**config.mk**
```make
export PLATFORM = sky130hd
export DESIGN_NAME = rtp_nal_packetizer_top_flat
export DESIGN_NICKNAME = d
export VERILOG_FILES = /design/src/hdl/rnp_pkg.sv /design/src/hdl/rnp_if.sv /design/src/hdl/rnp_front.sv /design/src/hdl/rnp_queue.sv /design/src/hdl/rnp_back.sv /design/src/hdl/rnp_nal_packetizer_top.sv /design/src/flat_wrapper.sv
export SDC_FILE = /design/constraint.sdc
export NUM_CORES = 1
export LEC_CHECK = 0
export BUFFER_PORTS_ARGS = -buffer_cell sky130_fd_sc_hd__buf_2
export CORE_UTILIZATION = 40
export DETAILED_ROUTE_END_ITERATION = 6
export MAX_ROUTING_LAYER = met4
export PLACE_DENSITY_LB_ADDON = 0.3
export SLEW_MARGIN = 20
export SYNTH_ARGS = -nofsm -noshare
export SYNTH_HDL_FRONTEND = slang
export SYNTH_SLANG_ARGS = --single-unit
```
**constraint.sdc**
```tcl
create_clock -name clk -period 20.4 [get_ports clk]
set_input_delay 4.08 -clock clk [delete_from_list [all_inputs] [get_ports clk]]
set_output_delay 4.08 -clock clk [all_outputs]
set_load 0.03 [all_outputs]
```
**src/hdl/rnp_pkg.sv**
```systemverilog
package rnp_pkg;

  localparam int LengthWidthDef = 16;
  localparam int QueueDepth = 4;
  localparam int MinPayload = 64;
  localparam int AudioSsrcOffset = 1000;
  localparam int AuPayloadType = 102;
  localparam int RtpHeadBytes = 12;

  localparam logic [3:0] RegCodec = 4'h0;
  localparam logic [3:0] RegSsrc = 4'h4;
  localparam logic [3:0] RegMaxPay = 4'h8;

  localparam logic [7:0] RtpVersionByte = 8'h80;
  localparam logic [4:0] FuaType = 5'h1c;
  localparam logic [5:0] HevcFuType = 6'h31;
  localparam logic [7:0] AuHeadLen = 8'h10;

  localparam logic [1:0] PhWaitHi = 2'd3;
  localparam logic [1:0] PhWaitLo = 2'd2;
  localparam logic [1:0] PhFirst = 2'd1;
  localparam logic [1:0] PhLater = 2'd0;

  // one emission job: everything the back end needs to stream a run of bytes
  typedef struct packed {
    logic        hdr;
    logic        marker;
    logic [6:0]  pt;
    logic [15:0] seq;
    logic [31:0] ts;
    logic [31:0] ssrc;
    logic [2:0]  ext_len;
    logic [31:0] ext;
    logic [7:0]  data;
    logic        pend;
  } rnp_job_t;

  typedef struct packed {
    logic full;
    logic empty;
  } rnp_qstat_t;

  function automatic logic whole_marker(input logic [7:0] b, input logic hevc);
    logic [5:0] t;
    logic [4:0] u;
    t = b[6:1];
    u = b[4:0];
    if (hevc) begin
      whole_marker = !(t == 6'd32 || t == 6'd33 || t == 6'd34 || t == 6'd39 || t == 6'd40);
    end else begin
      whole_marker = !(u == 5'd6 || u == 5'd7 || u == 5'd8);
    end
  endfunction

endpackage

```
**src/hdl/rnp_if.sv**
```systemverilog
interface rnp_in_if #(parameter int LENGTH_WIDTH = 16);
  logic                    valid;
  logic                    ready;
  logic                    mode;
  logic [7:0]              data_byte;
  logic                    unit_first;
  logic [LENGTH_WIDTH-1:0] unit_length;
  logic [31:0]             media_time;
  logic [6:0]              payload_kind;

  modport source (output valid, mode, data_byte, unit_first, unit_length, media_time,
                  payload_kind, input ready);
  modport sink (input valid, mode, data_byte, unit_first, unit_length, media_time,
                payload_kind, output ready);
endinterface

interface rnp_out_if;
  logic       valid;
  logic       ready;
  logic [7:0] out_byte;
  logic       packet_end;
  logic       run_end;

  modport source (output valid, out_byte, packet_end, run_end, input ready);
  modport sink (input valid, out_byte, packet_end, run_end, output ready);
endinterface

```
**src/hdl/rnp_front.sv**
```systemverilog
module rnp_front #(
  parameter int LENGTH_WIDTH = 16
) (
  input  logic                    clk,
  input  logic                    rst_n,
  input  logic                    acc,
  input  logic                    mode,
  input  logic [7:0]              data_byte,
  input  logic                    unit_first,
  input  logic [LENGTH_WIDTH-1:0] unit_length,
  input  logic [31:0]             media_time,
  input  logic [6:0]              payload_kind,
  input  logic                    codec_sel,
  input  logic [31:0]             ssrc,
  input  logic [11:0]             max_pay,
  output logic                    push,
  output rnp_pkg::rnp_job_t       job
);
  import rnp_pkg::*;

  logic [15:0]             vseq_r, vseq_nxt, aseq_r, aseq_nxt;
  logic [LENGTH_WIDTH-1:0] bl_r, bl_nxt;
  logic [11:0]             cl_r, cl_nxt;
  logic [15:0]             nh_r, nh_nxt;
  logic [31:0]             ut_r, ut_nxt;
  logic [11:0]             fl_r, fl_nxt;

  logic [11:0]             mp;
  logic [LENGTH_WIDTH-1:0] len;
  logic [23:0]             blx;
  logic                    f_bit, aud, frg, hev, lst, sb, eb;
  logic [1:0]              ph;
  logic [7:0]              h0;

  assign mp = (max_pay < 12'(MinPayload)) ? 12'(MinPayload) : max_pay;

  always_comb begin
    vseq_nxt = vseq_r;
    aseq_nxt = aseq_r;
    bl_nxt = bl_r;
    cl_nxt = cl_r;
    nh_nxt = nh_r;
    ut_nxt = ut_r;
    fl_nxt = fl_r;
    push = 1'b0;
    job = '0;
    len = (unit_length == '0) ? LENGTH_WIDTH'(1) : unit_length;
    f_bit = len > LENGTH_WIDTH'(mp);
    blx = '0;
    aud = 1'b0;
    frg = 1'b0;
    hev = 1'b0;
    ph = PhLater;
    lst = 1'b0;
    sb = 1'b0;
    eb = 1'b0;
    h0 = '0;
    if (acc && (unit_first || bl_r != '0)) begin
      if (unit_first) begin
        fl_nxt = {((f_bit && !mode) ? (codec_sel ? PhWaitHi : PhWaitLo) : PhLater),
                  codec_sel, f_bit, mode, payload_kind};
        bl_nxt = len;
        cl_nxt = '0;
        nh_nxt = '0;
        ut_nxt = media_time;
      end
      aud = fl_nxt[7];
      frg = fl_nxt[8];
      hev = fl_nxt[9];
      ph = fl_nxt[11:10];
      if (ph == PhWaitHi) begin
        nh_nxt = {data_byte, 8'h00};
        fl_nxt[11:10] = PhWaitLo;
        bl_nxt = bl_nxt - LENGTH_WIDTH'(1);
      end else if (ph == PhWaitLo) begin
        nh_nxt = hev ? {nh_nxt[15:8], data_byte} : {8'h00, data_byte};
        fl_nxt[11:10] = PhFirst;
        bl_nxt = bl_nxt - LENGTH_WIDTH'(1);
      end else begin
        push = 1'b1;
        blx = 24'(bl_nxt);
        job.pt = fl_nxt[6:0];
        job.ts = ut_nxt;
        job.seq = aud ? aseq_r : vseq_r;
        job.ssrc = aud ? ssrc + 32'(AudioSsrcOffset) : ssrc;
        job.data = data_byte;
        if (cl_nxt == '0) begin
          job.hdr = 1'b1;
          if (aud) aseq_nxt = aseq_r + 16'd1;
          else vseq_nxt = vseq_r + 16'd1;
          if (frg) begin
            lst = bl_nxt <= LENGTH_WIDTH'(mp);
            cl_nxt = lst ? bl_nxt[11:0] : mp;
            job.marker = lst;
            if (!aud) begin
              sb = (ph == PhFirst);
              eb = lst;
              h0 = nh_nxt[15:8];
              if (hev) begin
                job.ext_len = 3'd3;
                job.ext = {h0[7], HevcFuType, h0[0], nh_nxt[7:0], sb, eb, h0[6:1], 8'h00};
              end else begin
                job.ext_len = 3'd2;
                job.ext = {nh_nxt[7:5], FuaType, sb, eb, 1'b0, nh_nxt[4:0], 16'h0000};
              end
              fl_nxt[11:10] = PhLater;
            end
          end else begin
            cl_nxt = (bl_nxt[11:0] == '0) ? 12'd1 : bl_nxt[11:0];
            job.marker = aud ? 1'b1 : whole_marker(data_byte, hev);
            if (aud && fl_nxt[6:0] == 7'(AuPayloadType)) begin
              job.ext_len = 3'd4;
              job.ext = {8'h00, AuHeadLen, blx[12:5], blx[4:0], 3'b000};
            end
          end
        end
        job.pend = (cl_nxt == 12'd1);
        cl_nxt = cl_nxt - 12'd1;
        bl_nxt = bl_nxt - LENGTH_WIDTH'(1);
        if (bl_nxt == '0) cl_nxt = '0;
      end
    end
  end

  always_ff @(posedge clk) begin
    if (!rst_n) begin
      vseq_r <= '0;
      aseq_r <= '0;
      bl_r <= '0;
      cl_r <= '0;
      nh_r <= '0;
      ut_r <= '0;
      fl_r <= '0;
    end else begin
      vseq_r <= vseq_nxt;
      aseq_r <= aseq_nxt;
      bl_r <= bl_nxt;
      cl_r <= cl_nxt;
      nh_r <= nh_nxt;
      ut_r <= ut_nxt;
      fl_r <= fl_nxt;
    end
  end
endmodule

```
**src/hdl/rnp_queue.sv**
```systemverilog
module rnp_queue (
  input  logic               clk,
  input  logic               rst_n,
  input  logic               push,
  input  rnp_pkg::rnp_job_t  push_job,
  input  logic               pop,
  output rnp_pkg::rnp_job_t  head_job,
  output rnp_pkg::rnp_qstat_t stat
);
  import rnp_pkg::*;

  localparam int PtrW = $clog2(QueueDepth);

  rnp_job_t          mem_r [QueueDepth];
  logic [PtrW-1:0]   wp_r, wp_nxt, rp_r, rp_nxt;
  logic [PtrW:0]     cnt_r, cnt_nxt;

  assign stat.full = (cnt_r == (PtrW+1)'(QueueDepth));
  assign stat.empty = (cnt_r == '0);
  assign head_job = mem_r[rp_r];

  always_comb begin
    wp_nxt = wp_r + PtrW'(push);
    rp_nxt = rp_r + PtrW'(pop);
    cnt_nxt = cnt_r + (PtrW+1)'(push) - (PtrW+1)'(pop);
  end

  always_ff @(posedge clk) begin
    if (push) mem_r[wp_r] <= push_job;
  end

  always_ff @(posedge clk) begin
    if (!rst_n) begin
      wp_r <= '0;
      rp_r <= '0;
      cnt_r <= '0;
    end else begin
      wp_r <= wp_nxt;
      rp_r <= rp_nxt;
      cnt_r <= cnt_nxt;
    end
  end
endmodule

```
**src/hdl/rnp_back.sv**
```systemverilog
module rnp_back (
  input  logic              clk,
  input  logic              rst_n,
  input  logic              head_valid,
  input  rnp_pkg::rnp_job_t job,
  input  logic              out_ready,
  output logic              pop,
  output logic [7:0]        out_byte,
  output logic              packet_end,
  output logic              run_end
);
  import rnp_pkg::*;

  logic [4:0] idx_r, idx_nxt;
  logic [4:0] hdr_n;
  logic [4:0] eidx;
  logic       last;

  assign hdr_n = job.hdr ? 5'(RtpHeadBytes) : 5'd0;
  assign eidx = idx_r - hdr_n;
  assign last = (idx_r == hdr_n + 5'(job.ext_len));
  assign pop = head_valid && out_ready && last;
  assign packet_end = last && job.pend;
  assign run_end = last;

  always_comb begin
    out_byte = job.data;
    if (job.hdr && idx_r < 5'(RtpHeadBytes)) begin
      case (idx_r[3:0])
        4'd0:    out_byte = RtpVersionByte;
        4'd1:    out_byte = {job.marker, job.pt};
        4'd2:    out_byte = job.seq[15:8];
        4'd3:    out_byte = job.seq[7:0];
        4'd4:    out_byte = job.ts[31:24];
        4'd5:    out_byte = job.ts[23:16];
        4'd6:    out_byte = job.ts[15:8];
        4'd7:    out_byte = job.ts[7:0];
        4'd8:    out_byte = job.ssrc[31:24];
        4'd9:    out_byte = job.ssrc[23:16];
        4'd10:   out_byte = job.ssrc[15:8];
        default: out_byte = job.ssrc[7:0];
      endcase
    end else if (eidx < 5'(job.ext_len)) begin
      case (eidx[1:0])
        2'd0:    out_byte = job.ext[31:24];
        2'd1:    out_byte = job.ext[23:16];
        2'd2:    out_byte = job.ext[15:8];
        default: out_byte = job.ext[7:0];
      endcase
    end
  end

  always_comb begin
    idx_nxt = idx_r;
    if (head_valid && out_ready) idx_nxt = last ? 5'd0 : idx_r + 5'd1;
  end

  always_ff @(posedge clk) begin
    if (!rst_n) idx_r <= '0;
    else idx_r <= idx_nxt;
  end
endmodule

```
**src/hdl/rnp_nal_packetizer_top.sv**
```systemverilog
// rtp_nal_packetizer_top: each accepted request's job is registered into the job queue before its first output byte
// payload bytes sustain one request per cycle while the job queue is not full; a request that opens a packet
// produces 13 to 17 output bytes, drained one per cycle while out_ready is high, by the back-end byte counter
// a four-entry job queue lets the front accept while the back still drains
// rst_n is synchronous active low: clears sequence numbers, unit state, queue,
// and loads register defaults (codec 0, ssrc 1, max payload 1400)
module rtp_nal_packetizer_top #(
  parameter int LENGTH_WIDTH = rnp_pkg::LengthWidthDef
) (
  input  logic        clk,
  input  logic        rst_n,
  rnp_in_if.sink      in_s,
  rnp_out_if.source   out_s,
  input  logic        psel,
  input  logic        penable,
  input  logic        pwrite,
  input  logic [3:0]  paddr,
  input  logic [31:0] pwdata,
  output logic [31:0] prdata,
  output logic        pready
);
  import rnp_pkg::*;

  // configuration registers
  logic        codec_r;
  logic [31:0] ssrc_r;
  logic [11:0] maxp_r;
  logic        wr_en;

  assign pready = 1'b1;
  assign wr_en = psel && penable && pwrite;

  always_ff @(posedge clk) begin
    if (!rst_n) begin
      codec_r <= 1'b0;
      ssrc_r <= 32'd1;
      maxp_r <= 12'd1400;
    end else if (wr_en) begin
      case (paddr)
        RegCodec:  codec_r <= pwdata[0];
        RegSsrc:   ssrc_r <= pwdata;
        RegMaxPay: maxp_r <= pwdata[11:0];
        default:   ;
      endcase
    end
  end

  always_comb begin
    case (paddr)
      RegCodec:  prdata = {31'd0, codec_r};
      RegSsrc:   prdata = ssrc_r;
      RegMaxPay: prdata = {20'd0, maxp_r};
      default:   prdata = '0;
    endcase
  end

  // front: classify each request and build its emission job; NAL header bytes of a fragmented video unit build none
  rnp_job_t   fjob, hjob;
  rnp_qstat_t qst;
  logic       in_acc, push, pop;

  assign in_s.ready = !qst.full;
  assign in_acc = in_s.valid && in_s.ready;

  rnp_front #(.LENGTH_WIDTH(LENGTH_WIDTH)) u_front (
    .clk          (clk),
    .rst_n        (rst_n),
    .acc          (in_acc),
    .mode         (in_s.mode),
    .data_byte    (in_s.data_byte),
    .unit_first   (in_s.unit_first),
    .unit_length  (in_s.unit_length),
    .media_time   (in_s.media_time),
    .payload_kind (in_s.payload_kind),
    .codec_sel    (codec_r),
    .ssrc         (ssrc_r),
    .max_pay      (maxp_r),
    .push         (push),
    .job          (fjob)
  );

  // job queue between front and back
  rnp_queue u_queue (
    .clk      (clk),
    .rst_n    (rst_n),
    .push     (push),
    .push_job (fjob),
    .pop      (pop),
    .head_job (hjob),
    .stat     (qst)
  );

  // back: stream header, extension and payload byte of the head job
  assign out_s.valid = !qst.empty;

  rnp_back u_back (
    .clk        (clk),
    .rst_n      (rst_n),
    .head_valid (!qst.empty),
    .job        (hjob),
    .out_ready  (out_s.ready),
    .pop        (pop),
    .out_byte   (out_s.out_byte),
    .packet_end (out_s.packet_end),
    .run_end    (out_s.run_end)
  );

  // never write into a full queue
  a_no_overflow: assert property (@(posedge clk) disable iff (!rst_n)
    !(push && qst.full)) else $error("job pushed into full queue");

  // never pop an empty queue
  a_no_underflow: assert property (@(posedge clk) disable iff (!rst_n)
    !(pop && qst.empty)) else $error("job popped from empty queue");

  // packet end only on the last byte of a run
  a_pend_run: assert property (@(posedge clk) disable iff (!rst_n)
    (out_s.valid && out_s.packet_end) |-> out_s.run_end)
    else $error("packet end before run end");
endmodule
```
**src/flat_wrapper.sv**
```systemverilog
// flat-port wrapper written by rule: the top's interface ports become plain ports
module rtp_nal_packetizer_top_flat import rnp_pkg::*;
#(
  parameter int LENGTH_WIDTH = rnp_pkg::LengthWidthDef
)
  (clk, rst_n, psel, penable, pwrite, paddr, pwdata, prdata, pready, in_s_valid, in_s_mode, in_s_data_byte, in_s_unit_first, in_s_unit_length, in_s_media_time, in_s_payload_kind, in_s_ready, out_s_valid, out_s_out_byte, out_s_packet_end, out_s_run_end, out_s_ready);
  rnp_in_if #(.LENGTH_WIDTH(LENGTH_WIDTH)) in_s_i ();
  rnp_out_if out_s_i ();
  input  logic clk;
  input  logic rst_n;
  input  logic psel;
  input  logic penable;
  input  logic pwrite;
  input  logic [3:0] paddr;
  input  logic [31:0] pwdata;
  output logic [31:0] prdata;
  output logic pready;
  input wire logic [$bits(in_s_i.valid)-1:0] in_s_valid;
  input wire logic [$bits(in_s_i.mode)-1:0] in_s_mode;
  input wire logic [$bits(in_s_i.data_byte)-1:0] in_s_data_byte;
  input wire logic [$bits(in_s_i.unit_first)-1:0] in_s_unit_first;
  input wire logic [$bits(in_s_i.unit_length)-1:0] in_s_unit_length;
  input wire logic [$bits(in_s_i.media_time)-1:0] in_s_media_time;
  input wire logic [$bits(in_s_i.payload_kind)-1:0] in_s_payload_kind;
  output wire logic [$bits(in_s_i.ready)-1:0] in_s_ready;
  output wire logic [$bits(out_s_i.valid)-1:0] out_s_valid;
  output wire logic [$bits(out_s_i.out_byte)-1:0] out_s_out_byte;
  output wire logic [$bits(out_s_i.packet_end)-1:0] out_s_packet_end;
  output wire logic [$bits(out_s_i.run_end)-1:0] out_s_run_end;
  input wire logic [$bits(out_s_i.ready)-1:0] out_s_ready;
  assign in_s_i.valid = in_s_valid;
  assign in_s_i.mode = in_s_mode;
  assign in_s_i.data_byte = in_s_data_byte;
  assign in_s_i.unit_first = in_s_unit_first;
  assign in_s_i.unit_length = in_s_unit_length;
  assign in_s_i.media_time = in_s_media_time;
  assign in_s_i.payload_kind = in_s_payload_kind;
  assign in_s_ready = in_s_i.ready;
  assign out_s_valid = out_s_i.valid;
  assign out_s_out_byte = out_s_i.out_byte;
  assign out_s_packet_end = out_s_i.packet_end;
  assign out_s_run_end = out_s_i.run_end;
  assign out_s_i.ready = out_s_ready;
  rtp_nal_packetizer_top #(.LENGTH_WIDTH(LENGTH_WIDTH)) u_core (.clk(clk), .rst_n(rst_n), .in_s(in_s_i), .out_s(out_s_i), .psel(psel), .penable(penable), .pwrite(pwrite), .paddr(paddr), .pwdata(pwdata), .prdata(prdata), .pready(pready));
endmodule
```
==> results of run 1 <==
## area by class of cell
cell class	count	area share
flip-flops and latches	685	0.542
multi-input cells	1461	0.313
clock buffers	99	0.0633
well taps	969	0.0350
repair buffers	185	0.0298
clock inverters	39	0.0109
inverters	48	0.00527
diodes	3	0.000216
## kinds of logic after synthesis
group | share of synthesized area
other | 0.000124
adder cells (fa/ha/maj) | 0.0194
AND/OR/NAND/NOR | 0.116
multiplexers | 0.118
flip-flops | 0.620
AO/OA/AOI/OAI | 0.0822
buffers and inverters | 0.0239
XOR/XNOR | 0.0205
## cell usage in the layout (no fill, tap or decap), types with 8 or more instances in the layout
cell,n
xor2_1,38
nand2_1,319
mux2i_1,59
xnor2_1,33
buf_2,150
a221oi_1,8
buf_4,32
edfxtp_1,508
nand4_1,19
a211oi_1,10
ha_1,41
dfxtp_1,175
and3_1,25
o21ai_1,8
clkbuf_1,8
clkbuf_8,10
a22oi_1,29
or3_1,24
a21oi_1,175
inv_1,45
o21ai_0,45
nor4_1,17
clkbuf_16,81
mux4_2,127
nor2_1,196
a22o_1,18
and2_1,48
nand3_1,42
a31oi_1,10
clkinv_2,14
nor3_1,17
a222oi_1,13
## sequential cells by signal (all words and copies together), names as in the netlist
register	cells
u_core.codec_r	1
u_core.maxp_r	12
u_core.ssrc_r	32
u_core.u_back.idx_r	5
u_core.u_front.aseq_r	16
u_core.u_front.bl_r	16
u_core.u_front.cl_r	12
u_core.u_front.fl_r	12
u_core.u_front.nh_r	16
u_core.u_front.ut_r	32
u_core.u_front.vseq_r	16
u_core.u_queue.cnt_r	3
u_core.u_queue.mem_r	508
u_core.u_queue.rp_r	2
u_core.u_queue.wp_r	2
## critical path: stages
cell,delay [ps]
buf_2,120
or3_1,430
nor2_1,600
a22o_1,240
buf_2,200
## power by group through the flow
stage	clock network [mW]	registers [mW]	logic (mW)
floorplan	0	1.73	0.499
global route	1.47	1.70	0.805
detailed placement	0	1.72	0.745
CTS	1.41	1.69	0.749
global placement	0	1.71	0.740
finish	1.39	1.69	0.744
## per-layer routing
metal | GRT usage | wire (um) | up-vias
met4 | 0.0620 | 2180 | 0
met2 | 0.328 | 37500 | 677
li1 | - | - | 9041
met5 | - | 0 | -
met3 | 0.0360 | 5120 | 137
met1 | 0.289 | 35000 | 9956
## worst paths after layout
path	endpoint	slack [ps]	cells after the start
setup / recovery	prdata[3]	10650	5
setup reg to reg	u_core.u_queue.mem_r[2][129]	14600	14
hold reg to reg	u_core.u_front.ut_r[30]	450	2
hold / removal	u_core.u_front.ut_r[30]	450	2
## through the flow
stage | util | hold slack (ps) | std cells
after floorplan | - | 436 | 2331
after global placement | 0.429 | 442 | 3347
after detailed placement | 0.429 | 446 | 3347
after CTS | 0.464 | 453 | 3485
after global routing | 0.464 | 467 | 3488
final | 0.464 | 451 | 3489
==> summary.md, run 1 <==
| Metric | Value |
|---|---|
| Period utilization | 0.478 |
| Hold Vio Cnt, Final | 0 |
| Post-synthesis sequential area ratio | 0.620 |
| Synth-to-Final Area Change | 14.4% |
| First-pass GRT wire length | 121000 um |
| Grt total ovfl | 0 |
| Area of the multi-input gates | 10900 sq um |
| Final HPWL DP | 52600 um |
| Post-CTS resize count | 0 |
| Syn. warnings | 0 |
| Core area | 74700 sq um |
| Chip width | 277 um |
| Crit path launch type | primary input |
| Drt drc | 0 |
| Sw frac | 0.286 |
| Htree depth | 3 |
| Fillers | 6567 |
| Vias in the first global route | 19500 |
| Status | finished clean |
| Clk sinks | 685 |
| Min Tclk post-route | 9750 ps |
| Int Pwr | 2.73 mW |
| Die height | 277 um |
| Mean Syn Cell Area | 13.0 sq um |
| Yosys top cell area share | 0.503 |
| Dpl ws | 10230 ps |
| Mean routed wirelength per cell | 22.8 um |
| CP required | 16320 ps |
| Clock share of power | 0.363 |
| Max-cap violation count | 0 |
| Final setup violation count | 0 |
| Most used DFF post-synth | edfxtp_1 |
| Gr usage total | 0.213 |
| Synth area leaders | edfxtp_1 (50%), dfxtp_1 (12%), mux4_2 (9.4%), nand2_1 (3.9%), a21oi_1 (2.9%) |
| Combinational Power Share | 0.195 |
| Yosys cell types | 95 |
| Lkg Pwr | 11.9 nW |
| Post-DRT Antenna Nets | 0 |
| Setup crit end kind | output port |
| Root Driver | clkbuf_16 |
| Post-Synthesis Net Count | 2484 |
| Hold buffers post-CTS | 0 |
| Hold crit path type | reg2reg |
| Routed Wire Length | 79700 um |
| CTS max path bufs | 3 |
| Detailed Route Iter0 Violations | 1833 |
| IO buf count | 151 |
| Sequential standard cell area | 18800 sq um |
| Synthesized cell area | 30300 sq um |
| Yosys reg bits | 685 |
| Async SR Flop Fraction | 0 |
| Maximum clock frequency | 103 MHz |
| Gpl congestion | 0.883 |
| Die ar. | 76900 sq um |
| TritonCTS clock tree | done |
| Worst-Skew Late Latency | 610 ps |
| Flop pwr share | 0.442 |
| Initial Util | 0.406 |
| DP Area | 32100 sq um |
| Worst Setup Path Type | in2out |
| P_sw | 1.09 mW |
| Inserted Clock Buffers | 75 |
| Top post-synthesis cells by count | edfxtp_1 (508), nand2_1 (319), nor2_1 (198) |
| Hold Startpoint | u_core.u_front.ut_r[30] |
| Peak supply drop | 0.0572 mV |
| Post-synth top area cell | edfxtp_1 |
| Final WS setup | 10650 ps |
| Layout cells sized above 1 | 0.193 |
| Count leader, synth | edfxtp_1 |
| Reg-to-reg startpoint | u_core.maxp_r[11] |
| Vias | 19800 |
| RSZ-0062 raised after global routing | false |
| Worst-Margin Slew | 1070 ps |
| Vias per std cell | 5.68 |
| Final Power | 3.82 mW |
| Setup crit start | paddr[1] |
| Final Skew | 23.1 ps |
| Crit-path max FO | 11 |
| WP data arrival | 5670 ps |
| Design area | 34700 sq um |
| Setup TNS | 0 ps |
| I/O pins | 153 |
| Nets | 2609 |
| EDFF count, synth | 508 |
| CTS clock-pin slew for the worst setup and hold paths | 60 ps |
| First drt pass iteration count | 5 |
| Worst rel slew slack | 0.284 |
| Initial antenna violation count | 3 |
| Cell area power density | 110 nW/um^2 |
| Post-Synthesis Cells | 2331 |
| Largest net degree at the start of global routing | 87 |
| Postcts setup bufs | 0 |
| Slew Limit Fails | 0 |
| # rows | 100 |
Note: power is estimated with default switching activity, not from simulation.
==> run 2: changes to the inputs <==
clock period = 9.59 ns   (was 20.4 ns; I/O delays follow)
==> run 2 against run 1 <==
Worst hold slack better by 0.80 ps; highest routed layer unchanged; sequential power increased by 110%; setup slack got worse by 7600 ps; critical path type is now reg2out; sequential share of layout area grew 0.18 points.
==> summary.md, run 2 (synthesis results as in run 1) <==
| Metric | Value |
|---|---|
| RSZ-0062 raised after global routing | false |
| Final Power | 7.98 mW (+110%) |
| Biggest register | u_core.u_queue.mem_r |
| Reg-to-reg startpoint | u_core.maxp_r[7] |
| CTS clock-pin slew for the worst setup and hold paths | 60 ps (about the same) |
| Nets | 2609 (unchanged) |
| TritonCTS clock tree | done |
| Die height | 277 um (unchanged) |
| FF-to-FF End | u_core.u_queue.mem_r[0][17] |
| Period utilization | 0.682 |
| Post-CTS resize count | 0 (unchanged) |
| Largest net degree at the start of global routing | 118 (+36%) |
| Slew Limit Fails | 0 (unchanged) |
| Synth-to-Final Area Change | 14.0% |
| Critical path cell sequence | buf_12 -> mux4_2 -> inv_1 -> ha_1 -> nor2b_1 -> o21ai_0 -> nand4b_1 -> nor2_1 -> a22o_1 -> nand2_1 -> o21ai_0 -> buf_2 |
| Initial antenna violation count | 3 (unchanged) |
| Hold buffers post-CTS | 0 (unchanged) |
| Crit-path max FO | 85 (+74) |
| Critical Path Stages | 12 (+7) |
| R2R Setup Slk | 3820 ps (-10780 ps) |
| Peak supply drop | 0.127 mV (+120%) |
| Final Skew | 21.2 ps (-1.87 ps) |
| Worst-Skew Late Latency | 620 ps (about the same) |
| Lkg Pwr | 11.8 nW (-0.76%) |
| Detailed Route Iter0 Violations | 1900 (+3.7%) |
| Hold Startpoint | u_core.u_front.ut_r[13] |
| Setup TNS | 0 ps (unchanged) |
| Vias per std cell | 5.78 (+1.8%) |
| Core area | 74700 sq um (unchanged) |
| Drt drc | 0 (unchanged) |
| Setup crit start | u_core.u_queue.rp_r[1] |
| CP required | 7670 ps (-8650 ps) |
| Initial Util | 0.406 (unchanged) |
| Hold Vio Cnt, Final | 0 (unchanged) |
| WP data arrival | 4620 ps (-1050 ps) |
| Hold crit path type | reg2reg |
| Fin util | 0.463 (-0.00154) |
| # rows | 100 (unchanged) |
| Clk sinks | 685 (unchanged) |
| Grt total ovfl | 0 (unchanged) |
| Post-DRT Antenna Nets | 0 (unchanged) |
| CTS max path bufs | 3 (unchanged) |
| Commonest cells after routing, fill and taps aside | edfxtp_1 (508), nand2_1 (319), nor2_1 (196) |
| Crit path launch type | flip-flop |
| Worst Path Buf+Inv | 3 (+1) |
| Root Driver | clkbuf_16 |
| Die ar. | 76900 sq um (unchanged) |
| Worst-Margin Slew | 1090 ps (+12.5 ps) |
| Vias in the first global route | 19900 (+2.0%) |
| Fillers | 6502 (-0.99%) |
| Htree depth | 3 (unchanged) |
| Chip width | 277 um (unchanged) |
| Gr usage total | 0.222 (+0.00866) |
| Crit path max-delay family | simple AND/OR/NAND/NOR gates |
| Layout cells sized above 1 | 0.185 (-0.00795) |
| Setup crit end kind | output port |
| Maximum clock frequency | 153 MHz |
| Worst rel slew slack | 0.267 (-0.0163) |
| Largest registers | u_core.u_queue.mem_r (508), u_core.ssrc_r (32), u_core.u_front.ut_r (32) |
| Final setup violation count | 0 (unchanged) |
| Status | finished clean |
| Final HPWL DP | 55300 um (+5.2%) |
| Worst Setup Path Type | reg2out |
| Gpl congestion | 0.896 (+1.5%) |
| IO buf count | 151 (unchanged) |
| Vias | 20200 (+1.8%) |
| I/O pins | 153 (unchanged) |
| Inserted Clock Buffers | 74 (-1.3%) |
| Crit-path max cell delay | 830 ps (+230 ps) |
| Most used cell, CP | o21ai_0 |
| Mean routed wirelength per cell | 23.7 um (+3.8%) |
| First-pass GRT wire length | 125000 um (+3.4%) |
| Worst path slowest cell | dfxtp_4 |
| Cell area power density | 231 nW/um^2 (+110%) |
| Most common cell after layout, fill and taps aside | edfxtp_1 |
| Worst Setup EP | out_s_out_byte[1] |
| Max reg flops | 508 (unchanged) |
| Register-to-Register Path Depth | 16 (+2) |
| First drt pass iteration count | 5 (unchanged) |
| Min Tclk post-route | 6540 ps |
| Max-cap violation count | 0 (unchanged) |
| Postcts setup bufs | 0 (unchanged) |
| Routed Wire Length | 82700 um (+3.8%) |
==> run 2: changes by cell type in the layout (fill, tap and decap cells not counted), moves of 3 or more <==
cell / before / now
buf_12: 1 / 6
buf_4: 32 / 29
clkinv_4: 4 / 1
clkinvlp_4: 5 / 1
clkbuf_1: 8 / 21
clkinv_2: 14 / 6
clkinv_1: 7 / 13
clkbuf_16: 81 / 74
==> run 2: where the power goes <==
| part | internal (mW) | switching, mW | leakage, nW | total (mW) |
|---|---|---|---|---|
| Sequential | 3.49 | 0.113 | 6.24 | 3.61 |
| Combinational | 0.540 | 1.05 | 4.45 | 1.59 |
| Clock | 1.61 | 1.18 | 1.16 | 2.79 |
==> run 2: stage by stage <==
| step | hold WS, ps | area [sq um] | setup WS [ps] | instances |
|---|---|---|---|---|
| after global placement | 441 | 32100 | 2930 | 3346 |
| after CTS | 454 | 34600 | 2960 | 3485 |
| final | 452 | 34600 | 3050 | 3487 |
| after detailed placement | 446 | 32200 | 2850 | 3348 |
| after global routing | 471 | 34600 | 2730 | 3487 |
| after floorplan | 436 | 30300 | 313 | 2331 |
==> run 2: cell type report <==
type | count | area (sq um) | area share
Clock inverter | 34 | 347 | 0.0100
Timing Repair Buffer | 186 | 1100 | 0.0319
Clock buffer | 103 | 2040 | 0.0590
Multi-Input combinational cell | 1461 | 10900 | 0.315
Antenna cell | 1 | 2.50 | 0.0000724
Sequential cell | 685 | 18800 | 0.544
Tap cell | 969 | 1210 | 0.0351
Inverter | 48 | 183 | 0.00528
==> run 2: worst register-to-register path, cell delays in order, from the launching register on <==
cell and delay [ps]:
dfxtp_1 560, nor4_4 120, and2_1 210, nor2_1 470, ha_1 350, nand3_1 190
o221ai_1 270, a2111o_1 490, o21a_1 290, nand2b_4 320, inv_2 330, nand2_1 160
inv_2 320, nand2_1 250, nor2_1 630, nand2_1 190, o21ai_0 330
==> run 2: layer usage <==
metal	track usage	wire (um)	vias to the layer above
li1	-	-	9062
met1	0.306	36600	10200
met2	0.344	38900	792
met3	0.0308	5650	111
met4	0.0578	1550	0
met5	-	0	-
==> run 2: worst min path at each step <==
stage	cells past startpoint	slack (ps)	end
floorplan	2	440	u_core.u_front.ut_r[0]
global placement	2	440	u_core.u_front.ut_r[23]
detailed placement	2	450	u_core.u_front.ut_r[11]
CTS	2	450	u_core.u_front.ut_r[11]
global route	2	470	u_core.u_front.ut_r[14]
finish	2	450	u_core.u_front.ut_r[13]
